[config.mk]
export PLATFORM = sky130hd
export DESIGN_NAME = deadlock_detector
export DESIGN_NICKNAME = d
export VERILOG_FILES = /design/src/rtl/dd_pkg.sv /design/src/rtl/dd_row_mem.sv /design/src/rtl/dd_engine.sv /design/src/rtl/deadlock_detector.sv
export SDC_FILE = /design/constraint.sdc
export NUM_CORES = 2
export LEC_CHECK = 0
export ABC_AREA = 1
export BUFFER_PORTS_ARGS = -buffer_cell sky130_fd_sc_hd__buf_4
export CELL_PAD_IN_SITES_DETAIL_PLACEMENT = 1
export CELL_PAD_IN_SITES_GLOBAL_PLACEMENT = 1
export CORE_ASPECT_RATIO = 0.6
export CORE_UTILIZATION = 42
export DETAILED_ROUTE_END_ITERATION = 8
export PLACE_DENSITY = 0.64
export SYNTH_ARGS = -nofsm -noshare
export SYNTH_HDL_FRONTEND = slang
export SYNTH_SLANG_ARGS = --single-unit
[constraint.sdc]
create_clock -name clk_i -period 12.7 [get_ports clk_i]
set_input_delay 1.905 -clock clk_i [delete_from_list [all_inputs] [get_ports clk_i]]
set_output_delay 1.905 -clock clk_i [all_outputs]
set_load 0.005 [all_outputs]
[src/rtl/dd_pkg.sv]
`timescale 1ns / 1ps

package dd_pkg;

  // default sizing
  localparam int unsigned NumProcsDef = 8;
  localparam int unsigned NumResDef   = 4;

  // fixed field widths
  localparam int unsigned CmdW   = 2;
  localparam int unsigned ProcW  = 3;
  localparam int unsigned ResW   = 2;
  localparam int unsigned ValW   = 16;
  localparam int unsigned WorkW  = 20;

  typedef enum logic [CmdW-1:0] {
    CMD_LOAD_AVAIL = 2'd0,
    CMD_LOAD_ALLOC = 2'd1,
    CMD_LOAD_REQ   = 2'd2,
    CMD_RUN        = 2'd3
  } cmd_e;

  // one result beat
  typedef struct packed {
    logic [ProcW-1:0] proc_index_res;
    logic             deadlocked;
    logic             any_deadlock;
    logic             last;
  } res_t;

endpackage

[src/rtl/dd_row_mem.sv]
`timescale 1ns / 1ps

module dd_row_mem #(
  parameter int unsigned DEPTH     = dd_pkg::NumProcsDef,
  parameter int unsigned ROW_ELEMS = dd_pkg::NumResDef,
  parameter int unsigned ELEM_W    = dd_pkg::ValW
) (
  input  logic                                              clk_i,
  input  logic                                              rst_ni,
  input  logic                                              wr_en_i,
  input  logic [((DEPTH > 1) ? $clog2(DEPTH) : 1)-1:0]       wr_row_i,
  input  logic [((ROW_ELEMS > 1) ? $clog2(ROW_ELEMS) : 1)-1:0] wr_col_i,
  input  logic [ELEM_W-1:0]                                 wr_data_i,
  input  logic                                              rd_en_i,
  input  logic [((DEPTH > 1) ? $clog2(DEPTH) : 1)-1:0]       rd_row_i,
  output logic [ROW_ELEMS*ELEM_W-1:0]                       rd_data_o
);

  localparam int unsigned RowW  = ROW_ELEMS * ELEM_W;

  logic [RowW-1:0]  mem_q [DEPTH];
  logic [DEPTH-1:0] row_vld_q;
  logic [RowW-1:0]  fresh_row;
  logic [RowW-1:0]  rd_data_q;
  logic             rd_vld_q;

  // a row never written reads as zero; its first write fills the other columns with zero
  always_comb begin
    fresh_row = '0;
    fresh_row[wr_col_i*ELEM_W +: ELEM_W] = wr_data_i;
  end

  always_ff @(posedge clk_i or negedge rst_ni) begin
    if (!rst_ni) begin
      row_vld_q <= '0;
      rd_vld_q  <= 1'b0;
    end else begin
      if (wr_en_i) begin
        row_vld_q[wr_row_i] <= 1'b1;
      end
      if (rd_en_i) begin
        rd_vld_q <= row_vld_q[rd_row_i];
      end
    end
  end

  always_ff @(posedge clk_i) begin
    if (wr_en_i) begin
      if (row_vld_q[wr_row_i]) begin
        mem_q[wr_row_i][wr_col_i*ELEM_W +: ELEM_W] <= wr_data_i;
      end else begin
        mem_q[wr_row_i] <= fresh_row;
      end
    end
    if (rd_en_i) begin
      rd_data_q <= mem_q[rd_row_i];
    end
  end

  assign rd_data_o = rd_vld_q ? rd_data_q : '0;

endmodule

[src/rtl/dd_engine.sv]
`timescale 1ns / 1ps

module dd_engine #(
  parameter int unsigned NUM_PROCS = dd_pkg::NumProcsDef,
  parameter int unsigned NUM_RES   = dd_pkg::NumResDef
) (
  input  logic                                             clk_i,
  input  logic                                             rst_ni,
  input  logic                                             start_i,
  input  logic [NUM_RES*dd_pkg::ValW-1:0]                  avail_i,
  input  logic [NUM_RES*dd_pkg::ValW-1:0]                  req_row_i,
  input  logic [NUM_RES*dd_pkg::ValW-1:0]                  alloc_row_i,
  output logic                                             rd_en_o,
  output logic [((NUM_PROCS > 1) ? $clog2(NUM_PROCS) : 1)-1:0] rd_row_o,
  output logic                                             busy_o,
  output logic                                             out_valid_o,
  input  logic                                             out_stall_i,
  output dd_pkg::res_t                                     out_o
);

  localparam int unsigned AddrW = (NUM_PROCS > 1) ? $clog2(NUM_PROCS) : 1;
  localparam int unsigned DoneW = $clog2(NUM_PROCS + 1);
  localparam int unsigned ValW  = dd_pkg::ValW;
  localparam int unsigned WorkW = dd_pkg::WorkW;

  typedef enum logic [2:0] {
    ST_IDLE = 3'b001,
    ST_SCAN = 3'b010,
    ST_EMIT = 3'b100
  } state_e;

  state_e                state_q, state_d;
  logic [WorkW-1:0]      work_q [NUM_RES];
  logic [WorkW-1:0]      work_d [NUM_RES];
  logic [NUM_PROCS-1:0]  fin_q;
  logic [DoneW-1:0]      done_q;
  logic [DoneW-1:0]      done_d;
  logic                  prog_q;
  logic                  pass_prog;
  logic [AddrW-1:0]      rd_row_q;
  logic [AddrW-1:0]      eval_row_q;
  logic                  eval_vld_q;
  logic                  may_go;
  logic                  fire;
  logic                  pass_end;
  logic [AddrW-1:0]      out_idx_q;
  logic                  any_q;
  logic                  out_vld_q;
  dd_pkg::res_t          out_q;
  logic                  out_load;
  logic                  out_last;
  logic [6:0]            out_idx_ext;
  logic [WorkW:0]        sum;

  // request compare and saturating release, one lane per resource
  always_comb begin
    may_go = !fin_q[eval_row_q];
    sum    = '0;
    for (int r = 0; r < NUM_RES; r++) begin
      if (WorkW'(req_row_i[r*ValW +: ValW]) > work_q[r]) begin
        may_go = 1'b0;
      end
    end
    fire = (state_q == ST_SCAN) && eval_vld_q && may_go;
    for (int r = 0; r < NUM_RES; r++) begin
      sum = (WorkW+1)'(work_q[r]) + (WorkW+1)'(alloc_row_i[r*ValW +: ValW]);
      if (fire) begin
        work_d[r] = sum[WorkW] ? {WorkW{1'b1}} : sum[WorkW-1:0];
      end else begin
        work_d[r] = work_q[r];
      end
    end
  end

  assign done_d    = done_q + DoneW'(fire);
  assign pass_prog = prog_q | fire;
  assign pass_end  = (state_q == ST_SCAN) && eval_vld_q &&
                     (eval_row_q == AddrW'(NUM_PROCS - 1));

  assign out_load    = (state_q == ST_EMIT) && (!out_vld_q || !out_stall_i);
  assign out_last    = (out_idx_q == AddrW'(NUM_PROCS - 1));
  assign out_idx_ext = 7'(out_idx_q);

  always_comb begin
    state_d = state_q;
    case (state_q)
      ST_IDLE: begin
        if (start_i) begin
          state_d = ST_SCAN;
        end
      end
      ST_SCAN: begin
        if (pass_end && !(pass_prog && (done_d != DoneW'(NUM_PROCS)))) begin
          state_d = ST_EMIT;
        end
      end
      ST_EMIT: begin
        if (out_load && out_last) begin
          state_d = ST_IDLE;
        end
      end
      default: state_d = ST_IDLE;
    endcase
  end

  always_ff @(posedge clk_i or negedge rst_ni) begin
    if (!rst_ni) begin
      state_q    <= ST_IDLE;
      fin_q      <= '0;
      done_q     <= '0;
      prog_q     <= 1'b0;
      rd_row_q   <= '0;
      eval_row_q <= '0;
      eval_vld_q <= 1'b0;
      out_idx_q  <= '0;
      any_q      <= 1'b0;
      out_vld_q  <= 1'b0;
      for (int r = 0; r < NUM_RES; r++) begin
        work_q[r] <= '0;
      end
    end else begin
      state_q <= state_d;
      case (state_q)
        ST_IDLE: begin
          if (start_i) begin
            fin_q      <= '0;
            done_q     <= '0;
            prog_q     <= 1'b0;
            rd_row_q   <= '0;
            eval_vld_q <= 1'b0;
            for (int r = 0; r < NUM_RES; r++) begin
              work_q[r] <= WorkW'(avail_i[r*ValW +: ValW]);
            end
          end
        end
        ST_SCAN: begin
          rd_row_q   <= (rd_row_q == AddrW'(NUM_PROCS - 1)) ? '0 : rd_row_q + 1'b1;
          eval_row_q <= rd_row_q;
          eval_vld_q <= (state_d == ST_SCAN);
          done_q     <= done_d;
          work_q     <= work_d;
          if (fire) begin
            fin_q[eval_row_q] <= 1'b1;
          end
          prog_q <= pass_end ? 1'b0 : pass_prog;
          if (state_d == ST_EMIT) begin
            out_idx_q <= '0;
            any_q     <= (done_d != DoneW'(NUM_PROCS));
          end
        end
        ST_EMIT: begin
          if (out_load) begin
            out_idx_q <= out_last ? '0 : out_idx_q + 1'b1;
          end
        end
        default: ;
      endcase
      if (out_load) begin
        out_vld_q <= 1'b1;
      end else if (!out_stall_i) begin
        out_vld_q <= 1'b0;
      end
    end
  end

  always_ff @(posedge clk_i) begin
    if (out_load) begin
      out_q.proc_index_res <= out_idx_ext[dd_pkg::ProcW-1:0];
      out_q.deadlocked     <= !fin_q[out_idx_q];
      out_q.any_deadlock   <= any_q;
      out_q.last           <= out_last;
    end
  end

  assign rd_en_o     = (state_q == ST_SCAN);
  assign rd_row_o    = rd_row_q;
  assign busy_o      = (state_q != ST_IDLE);
  assign out_valid_o = out_vld_q;
  assign out_o       = out_q;

endmodule

[src/rtl/deadlock_detector.sv]
`timescale 1ns / 1ps
// load beat: written into the matrix memories or the available vector
// run beat: at most NUM_PROCS passes over the NUM_PROCS matrix rows, one row per cycle
//   read from the row memories through their read register, then NUM_PROCS result
//   beats through the output register
// a new beat is taken once the previous run has moved its last result into the output register
// reset (async, active low) clears control, the available vector and the row valid bits

module deadlock_detector #(
  parameter int unsigned NUM_PROCS = dd_pkg::NumProcsDef,
  parameter int unsigned NUM_RES   = dd_pkg::NumResDef
) (
  input  logic                      clk_i,
  input  logic                      rst_ni,
  // command channel
  input  logic                      in_valid_i,
  output logic                      in_stall_o,
  input  logic [dd_pkg::CmdW-1:0]   in_cmd_i,
  input  logic [dd_pkg::ProcW-1:0]  in_proc_index_i,
  input  logic [dd_pkg::ResW-1:0]   in_res_index_i,
  input  logic [dd_pkg::ValW-1:0]   in_value_i,
  // result channel
  output logic                      out_valid_o,
  input  logic                      out_stall_i,
  output logic [dd_pkg::ProcW-1:0]  out_proc_index_res_o,
  output logic                      out_deadlocked_o,
  output logic                      out_any_deadlock_o,
  output logic                      out_last_o
);

  localparam int unsigned AddrW = (NUM_PROCS > 1) ? $clog2(NUM_PROCS) : 1;
  localparam int unsigned ColW  = (NUM_RES > 1) ? $clog2(NUM_RES) : 1;
  localparam int unsigned ValW  = dd_pkg::ValW;
  localparam int unsigned RowW  = NUM_RES * ValW;

  logic              in_accept;
  logic [6:0]        proc_ext;
  logic [4:0]        res_ext;
  logic              proc_ok;
  logic              res_ok;
  logic [AddrW-1:0]  wr_row;
  logic [ColW-1:0]   wr_col;
  logic              alloc_we;
  logic              req_we;
  logic              run_start;
  logic [RowW-1:0]   avail_q;
  logic [RowW-1:0]   req_row;
  logic [RowW-1:0]   alloc_row;
  logic              rd_en;
  logic [AddrW-1:0]  rd_row;
  logic              busy;
  dd_pkg::res_t      res;

  // beats are taken only while the engine is idle, so loads never race a scan read
  assign in_stall_o = busy;
  assign in_accept  = in_valid_i && !in_stall_o;

  // out-of-range indexes are dropped
  assign proc_ext = 7'(in_proc_index_i);
  assign res_ext  = 5'(in_res_index_i);
  assign proc_ok  = (proc_ext < 7'(NUM_PROCS));
  assign res_ok   = (res_ext < 5'(NUM_RES));
  assign wr_row   = proc_ext[AddrW-1:0];
  assign wr_col   = res_ext[ColW-1:0];

  assign alloc_we  = in_accept && (in_cmd_i == dd_pkg::CMD_LOAD_ALLOC) && proc_ok && res_ok;
  assign req_we    = in_accept && (in_cmd_i == dd_pkg::CMD_LOAD_REQ) && proc_ok && res_ok;
  assign run_start = in_accept && (in_cmd_i == dd_pkg::CMD_RUN);

  // available vector sits in flops, copied whole into the working lanes at run start
  always_ff @(posedge clk_i or negedge rst_ni) begin
    if (!rst_ni) begin
      avail_q <= '0;
    end else if (in_accept && (in_cmd_i == dd_pkg::CMD_LOAD_AVAIL) && res_ok) begin
      avail_q[wr_col*ValW +: ValW] <= in_value_i;
    end
  end

  // allocation rows
  dd_row_mem #(
    .DEPTH     (NUM_PROCS),
    .ROW_ELEMS (NUM_RES),
    .ELEM_W    (ValW)
  ) u_alloc_mem (
    .clk_i     (clk_i),
    .rst_ni    (rst_ni),
    .wr_en_i   (alloc_we),
    .wr_row_i  (wr_row),
    .wr_col_i  (wr_col),
    .wr_data_i (in_value_i),
    .rd_en_i   (rd_en),
    .rd_row_i  (rd_row),
    .rd_data_o (alloc_row)
  );

  // request rows, read in lockstep with the allocation rows
  dd_row_mem #(
    .DEPTH     (NUM_PROCS),
    .ROW_ELEMS (NUM_RES),
    .ELEM_W    (ValW)
  ) u_req_mem (
    .clk_i     (clk_i),
    .rst_ni    (rst_ni),
    .wr_en_i   (req_we),
    .wr_row_i  (wr_row),
    .wr_col_i  (wr_col),
    .wr_data_i (in_value_i),
    .rd_en_i   (rd_en),
    .rd_row_i  (rd_row),
    .rd_data_o (req_row)
  );

  // scan sequencer: one row evaluated per cycle, then one result beat per process
  dd_engine #(
    .NUM_PROCS (NUM_PROCS),
    .NUM_RES   (NUM_RES)
  ) u_engine (
    .clk_i       (clk_i),
    .rst_ni      (rst_ni),
    .start_i     (run_start),
    .avail_i     (avail_q),
    .req_row_i   (req_row),
    .alloc_row_i (alloc_row),
    .rd_en_o     (rd_en),
    .rd_row_o    (rd_row),
    .busy_o      (busy),
    .out_valid_o (out_valid_o),
    .out_stall_i (out_stall_i),
    .out_o       (res)
  );

  assign out_proc_index_res_o = res.proc_index_res;
  assign out_deadlocked_o     = res.deadlocked;
  assign out_any_deadlock_o   = res.any_deadlock;
  assign out_last_o           = res.last;

`ifndef SYNTH
  // a deadlocked process always raises the summary flag
  a_any_covers: assert property (@(posedge clk_i) disable iff (!rst_ni)
    out_valid_o && out_deadlocked_o |-> out_any_deadlock_o)
    else $error("deadlocked beat without any_deadlock");

  // the final beat reports the highest process
  a_last_idx: assert property (@(posedge clk_i) disable iff (!rst_ni)
    out_valid_o && out_last_o |-> out_proc_index_res_o == 3'(NUM_PROCS - 1))
    else $error("last beat on wrong process");

  // a run beat puts the engine to work
  a_run_busy: assert property (@(posedge clk_i) disable iff (!rst_ni)
    in_valid_i && !in_stall_o && in_cmd_i == dd_pkg::CMD_RUN |=> in_stall_o)
    else $error("run beat did not start the scan");
`endif

endmodule

# Yosys cells after proc, flatten, opt, wreduce, memory -nomap -nowiden
# Memory sizes are Yosys's and may differ from the RTL's. A register that Yosys moved wholly into a read port is not among the register bits.
# Index checks and enable logic that the tools add are counted.
# totals
ramBits	1024
in_bits	27
regBits	196
mem_count	2
# classes
bitwise_logic	133
n_mux	195
reduce_logical	33
n_eq_ne	18
n_shift	2
addsub	8
order_cmp	12
# memory_table
memory	words	word_bits	read_ports	rd_clocked_by_memory_dff	wr	line_no	rtl
u_alloc_mem.mem_q	8	64	1	1	1	dd_row_mem.sv:21	logic [RowW-1:0] mem_q [DEPTH];
u_req_mem.mem_q	8	64	1	1	1	dd_row_mem.sv:21	
# ops
op	n
$mux W64	4
$mux W20	8
$pmux W80 S2	1
$mux W1	154
$or A1 B1 Y1	129
$add A20 B16 Y21	4
$gt A16 B20 Y1	4
$mux W80	1
$and A64 B64 Y64	1
$bwmux W64	1
$shift A16 B34 Y64 const A	1
$shiftx A16 B34 Y64	1
$neg A6 Y34	1
$mux W3	8
$or A8 B8 Y8	3
$lt A3 B4 Y1 const B	5
$logic_and A1 B1 Y1	19
$bmux W1 S3	6
$mux W8	2
$pmux W8 S2	1
$eq A3 B3 Y1 const B	5
$pmux W3 S2	2
$pmux W3 S3	1
$ne A2 B1 Y1 const B	4
other kinds (21)	35

# Longest topological paths before layout
# depth
depth_word	18
ltp_mapped	30
ltp_nobuf	27

# Hierarchy
# Synthesis repeated with hierarchy kept, for this count alone.
# unflattened
cells_unflattened	6106
hier_area_um2	62399.8
# modules_own_cells
mod	instances	area_per_inst_um2	cells_per_inst
dd_row_mem (u_req_mem)	1	24674.9	2176
dd_row_mem (u_alloc_mem)	1	24528.5	2146
dd_engine	1	10194.8	1395
deadlock_detector	1	3001.6	389

# Least setup slack after synthesis
# No wires, ideal clock.
# synth_path
kind	register to register
startpoint	reg u_engine.state_q[0]
endpoint	reg u_engine.done_q[2]
required_time_ns	12.613
setup_time_ns	0.087
path_stages_with_launch	7
t_arrival_ns	5.074
path_buffers	2
slack_ns	7.539
path_cell_list	dfstp_2 -> inv_1 -> nand2_1 -> nor2_1 -> clkbuf_1 -> clkbuf_1 -> a22o_1
# synth_between
elab_chain_len	6
# synth_rtl
item	line_no	rtl
start, declared	dd_engine.sv:32	state_e state_q, state_d;
start signal, assigned	dd_engine.sv:122	state_q <= state_d;
parallel branches: the longest is 6 deep, another holds $add A4 B1 Y4	n/a	
end signal, assigned	dd_engine.sv:140	done_q <= done_d;
end, declared	dd_engine.sv:36	logic [DoneW-1:0] done_q;
# Parallel ways; which one is timed is not known.
# A chain may end at the register's enable or synchronous reset.

# Final worst setup path
# layout_path
startpoint	reg u_req_mem.rd_vld_q
endpoint	reg u_engine.state_q[1]
# layout_between
elab_chain_len	14
# layout_rtl
item	line_no	rtl
start, declared	dd_row_mem.sv:25	logic rd_vld_q;
start signal, assigned	dd_row_mem.sv:42	rd_vld_q <= row_vld_q[rd_row_i];
$mux W64 *	dd_row_mem.sv:60	assign rd_data_o = rd_vld_q ? rd_data_q : '0;
$gt A16 B20 Y1	dd_engine.sv:60	if (WorkW'(req_row_i[r*ValW +: ValW]) > work_q[r]) begin
$mux W1 (3 in series)	dd_engine.sv:60	
$mux W1 *	dd_engine.sv:60	
$logic_and A1 B1 Y1 *	dd_engine.sv:64	fire = (state_q == ST_SCAN) && eval_vld_q && may_go;
$add A4 B1 Y4	dd_engine.sv:75	assign done_d = done_q + DoneW'(fire);
$ne A4 B4 Y1	dd_engine.sv:93	if (pass_end && !(pass_prog && (done_d != DoneW'(NUM_PROCS)))) begin
$logic_and A1 B1 Y1 *	dd_engine.sv:93	
$logic_not A1 Y1 *	dd_engine.sv:93	
$logic_and A1 B1 Y1 *	dd_engine.sv:93	
$mux W3 *	dd_engine.sv:93	
$pmux W3 S3 *	dd_engine.sv:86	case (state_q)
via u_engine.state_d[1]	dd_engine.sv:32	
# Mark *: on every way through the listed nets, which the timed path passes. The rest lies on a longest branch.

==> results.txt <==
status -> finished clean
Slew @ Worst Pin -> 1.28 ns
Detailed Place HPWL -> 112 mm
slew margin rel. -> 14.5%
LEAKAGE -> 24.0 nW
Ports -> 35
# Post-CTS Setup Buffers -> 0
worst reg2reg startpoint -> u_req_mem.rd_vld_q$_DFFE_PN0P_
RR Endpoint -> u_engine.state_q[1]$_DFF_PN0_
worst path arrival time -> 5.94 ns
reg2reg path depth -> 25
Final ANT Viol Nets -> 0
antenna violations before repair -> 6
clock latency at the later pin of the worst-skew pair -> 0.77 ns
via count -> 41,288
gpl congestion -> 0.842
initial core utilization -> 42.3%
Synth Register Bits -> 1,348
Final Hold Vio Count -> 0
Hold Path Depth -> 2
CP delay by family, top -> simple AND/OR/NAND/NOR gates
Max Fclk -> 185 MHz
Seq/Total Area, Yosys -> 67.0%
flop2flop setup slack -> 7.31 ns
DR WL met3 -> 10.8 mm
Die Area -> 142,000 um^2
overall routing resource usage -> 25.6%
CP required -> 13.24 ns
Yosys Warn Count -> 0
crit end category -> register
Layout area overhead -> 11.1%
maximum VDD drop -> 0.173 mV
DIE HEIGHT -> 292 um
die width -> 486 um
First DRT Iteration DRCs -> 3,803
final core utilization -> 47.0%
fin crit share -> 42.5%
Tot Pwr -> 13.1 mW
final worst path period need -> 5.39 ns
Bufs and invs on worst path -> 6
worst-path fanout max -> 49
worst hold path type -> register to register
met1 WL -> 91.4 mm
CP max stage cell -> buf_4
WS Path Type -> register to register
core area -> 139,000 um^2
RSZ-0062 raised after global routing -> false
DR vias/cell -> 5.55
DR WL/cell -> 24.6 um
synthesized area -> 59,000 um^2
pin count of the biggest net entering global routing -> 191
H-tree Lvls -> 4
final wirelength -> 183 mm
CP Launch Type -> register
clock skew -> 0.0292 ns
DRC violations left -> 0
gr ovfl total -> 0
port buffer count -> 34
CTS Root Cell -> clkbuf_16
Final #Nets -> 5,603
Final Max Slew Viols -> 0
TritonCTS clock tree -> yes
vias in the first global route -> 41,162
endpoints failing setup -> 0
Pre-antenna DRT Iters -> 5
Crit path top cell by count -> nand2_1
Syn Inst Count -> 5,461
highest metal used -> met5
met2 WL -> 76.6 mm
layout cell share with drive strength beyond 1 -> 7.49%
Hold Buf Count CTS -> 0
fillcell total -> 14,939
WHS Endpoint -> u_req_mem.row_vld_q[6]$_DFFE_PN0P_
Fin Setup TNS -> 0 ns
Worst path max stage delay -> 0.66 ns
CTS max path bufs -> 3
CTS Sinks -> 1,348
Mapped Nets -> 5,631
# rows -> 106
Cell Pwr Density -> 200 nW/um^2
Syn Area/Cell -> 10.8 um^2
post_cts resized -> 0
Clock Pin Slew Worst Setup and Hold Paths -> 0.07 ns
global-route wire length before repair -> 272 mm
synth unique cells -> 45
maxcap violations -> 0
CTS Buf Count -> 132
Hold Path Origin -> u_req_mem.row_vld_q[6]$_DFFE_PN0P_
Yosys cell counts:
| master | instances | share of area, % |
|---|---|---|
| xnor2_1 | 22 | 0.33 |
| a31oi_1 | 133 | 1.4 |
| o22ai_1 | 157 | 1.7 |
| o21a_1 | 2 | 0.025 |
| a21boi_0 | 1 | 0.013 |
| xor2_1 | 25 | 0.37 |
| buf_6 | 4 | 0.076 |
| nand2_1 | 492 | 3.1 |
| nor3_4 | 1 | 0.028 |
| nor3_1 | 56 | 0.48 |
| nand3b_1 | 7 | 0.089 |
| clkinv_1 | 3 | 0.019 |
| ha_1 | 139 | 2.9 |
| nor2_2 | 1 | 0.011 |
| nand3_1 | 63 | 0.53 |
| o21bai_1 | 4 | 0.051 |
| inv_1 | 412 | 2.6 |
| and2_1 | 1 | 0.011 |
| nand2_2 | 9 | 0.095 |
| o21ai_1 | 29 | 0.25 |
| dfrtp_1 | 189 | 8.0 |
| a21oi_2 | 1 | 0.015 |
| o21ai_2 | 3 | 0.045 |
| nand2_4 | 4 | 0.076 |
| nor2_4 | 8 | 0.15 |
| o21ai_0 | 666 | 5.6 |
| a22oi_1 | 2 | 0.025 |
| buf_2 | 20 | 0.17 |
| nor3_2 | 3 | 0.051 |
| nor2_1 | 1315 | 8.4 |
| a21o_1 | 9 | 0.11 |
| a21oi_1 | 212 | 1.8 |
| inv_2 | 6 | 0.038 |
| o211ai_1 | 10 | 0.13 |
| a221oi_1 | 3 | 0.045 |
| buf_4 | 9 | 0.11 |
| edfxtp_1 | 1158 | 59 |
| buf_1 | 13 | 0.083 |
| fa_1 | 4 | 0.14 |
| a22o_1 | 6 | 0.089 |
| dfstp_2 | 1 | 0.045 |
| or2_2 | 5 | 0.053 |
| clkbuf_1 | 228 | 1.5 |
| nor4_1 | 5 | 0.053 |
| nand4_1 | 20 | 0.21 |
worst reg2reg max path: stages, from the launching register on:
cell and delay, ns:
dfrtp_2 0.56, buf_4 0.67, nand2_1 0.17, inv_1 0.09, ha_1 0.14, nand2_1 0.08
nor2_1 0.21, inv_1 0.07, nor2_1 0.09, nand3_1 0.10, nand3_1 0.11, nand2_1 0.10
nand2_1 0.11, nor2_1 0.10, nand2_2 0.06, buf_4 0.39, inv_2 0.11, ha_1 0.21
ha_1 0.19, xor2_1 0.18, nor4_1 0.51, inv_1 0.12, nand2_2 0.11, nand2_4 0.09
nand3_1 0.31, nand2_1 0.33
metrics by stage:
| stage | instance area [um^2] | instances | worst slack, ns | hold slack (ns) |
|---|---|---|---|---|
| 6_report | 65500 | 7433 | 7.31 | 0.489 |
| 5_1_grt | 65500 | 7431 | 6.97 | 0.527 |
| 4_1_cts | 65500 | 7430 | 7.41 | 0.487 |
| 3_5_place_dp | 61300 | 7188 | 7.30 | 0.472 |
| 3_3_place_gp | 61300 | 7188 | 7.36 | 0.473 |
| 2_1_floorplan | 59000 | 5461 | 7.54 | 0.425 |
worst max-delay path by stage:
stage,start,endpoint,slack (ns),cells past startpoint
after global placement,in_cmd_i[1],u_engine.fin_q[7]$_DFFE_PN0P_,7.36,11
after CTS,u_req_mem.rd_vld_q$_DFFE_PN0P_,u_engine.state_q[1]$_DFF_PN0_,7.41,25
after global routing,u_req_mem.rd_vld_q$_DFFE_PN0P_,u_engine.state_q[1]$_DFF_PN0_,6.97,23
after floorplan,u_engine.state_q[0]$_DFF_PN1_,u_engine.done_q[2]$_DFFE_PN0P_,7.54,6
final,u_req_mem.rd_vld_q$_DFFE_PN0P_,u_engine.state_q[1]$_DFF_PN0_,7.31,25
after detailed placement,in_cmd_i[1],u_engine.fin_q[1]$_DFFE_PN0P_,7.30,11
sequential cells by signal (all words and copies together) (netlist names), 64 cells and up:
| register | count |
|---|---|
| avail_q | 64 |
| u_alloc_mem.mem_q | 512 |
| u_alloc_mem.rd_data_q | 64 |
| u_engine.work_q | 80 |
| u_req_mem.mem_q | 512 |
| u_req_mem.rd_data_q | 64 |
cell type report:
cell class / count / area, um^2 / area share [%]
inverter: 421 / 1600 / 2.45
antenna: 2 / 5.00 / 0.00764
multi-input combinational: 3418 / 17000 / 25.9
clock buffer: 168 / 3570 / 5.45
sequential: 1348 / 39500 / 60.3
tap: 1890 / 2360 / 3.61
clock inverter: 74 / 598 / 0.913
timing repair buffer: 112 / 893 / 1.36
power breakdown:
| part | switching [mW] | internal [mW] |
|---|---|---|
| Sequential | 0.291 | 5.18 |
| Combinational | 2.60 | 1.13 |
| Clock | 1.76 | 2.15 |
| Total | 4.66 | 8.46 |
placed cells by master (no fill, tap or decap), types with 4 or more instances in the layout:
cell type and n:
nor2_1 1246, edfxtp_1 1158, o21ai_0 666, nand2_1 492
inv_1 411, a21oi_1 212, dfrtp_1 185, o22ai_1 157
ha_1 139, clkbuf_16 137, a31oi_1 133, buf_4 107
nor2_2 69, nand3_1 63, nor3_1 56, clkinv_1 30
o21ai_1 29, clkbuf_1 28, xor2_1 25, clkinv_2 23
xnor2_1 22, nand4_1 20, o211ai_1 10, nor2_4 9
a21o_1 9, nand2_2 9, nand3b_1 7, bufinv_16 7
inv_2 6, a22o_1 6, nor4_1 5, or2_2 5
inv_6 5, o21bai_1 4, nand2_4 4, fa_1 4
clkinvlp_4 4
metal layers:
| metal | track usage (%) | vias to the layer above |
|---|---|---|
| li1 | - | 18904 |
| met1 | 40.5 | 21078 |
| met2 | 36.8 | 1084 |
| met3 | 3.79 | 218 |
| met4 | 6.08 | 4 |
| met5 | 0 | - |
cell families after synthesis:
kind of cell | synth area share (%)
xor gates and xnor gates | 0.698
AOI/OAI and AO/OA | 11.3
DFF | 67.0
and+or+nand+nor | 13.3
adders and majority gates | 3.08
buffers and inverters | 4.57
No activity file was read; power rests on OpenSTA's default activity.
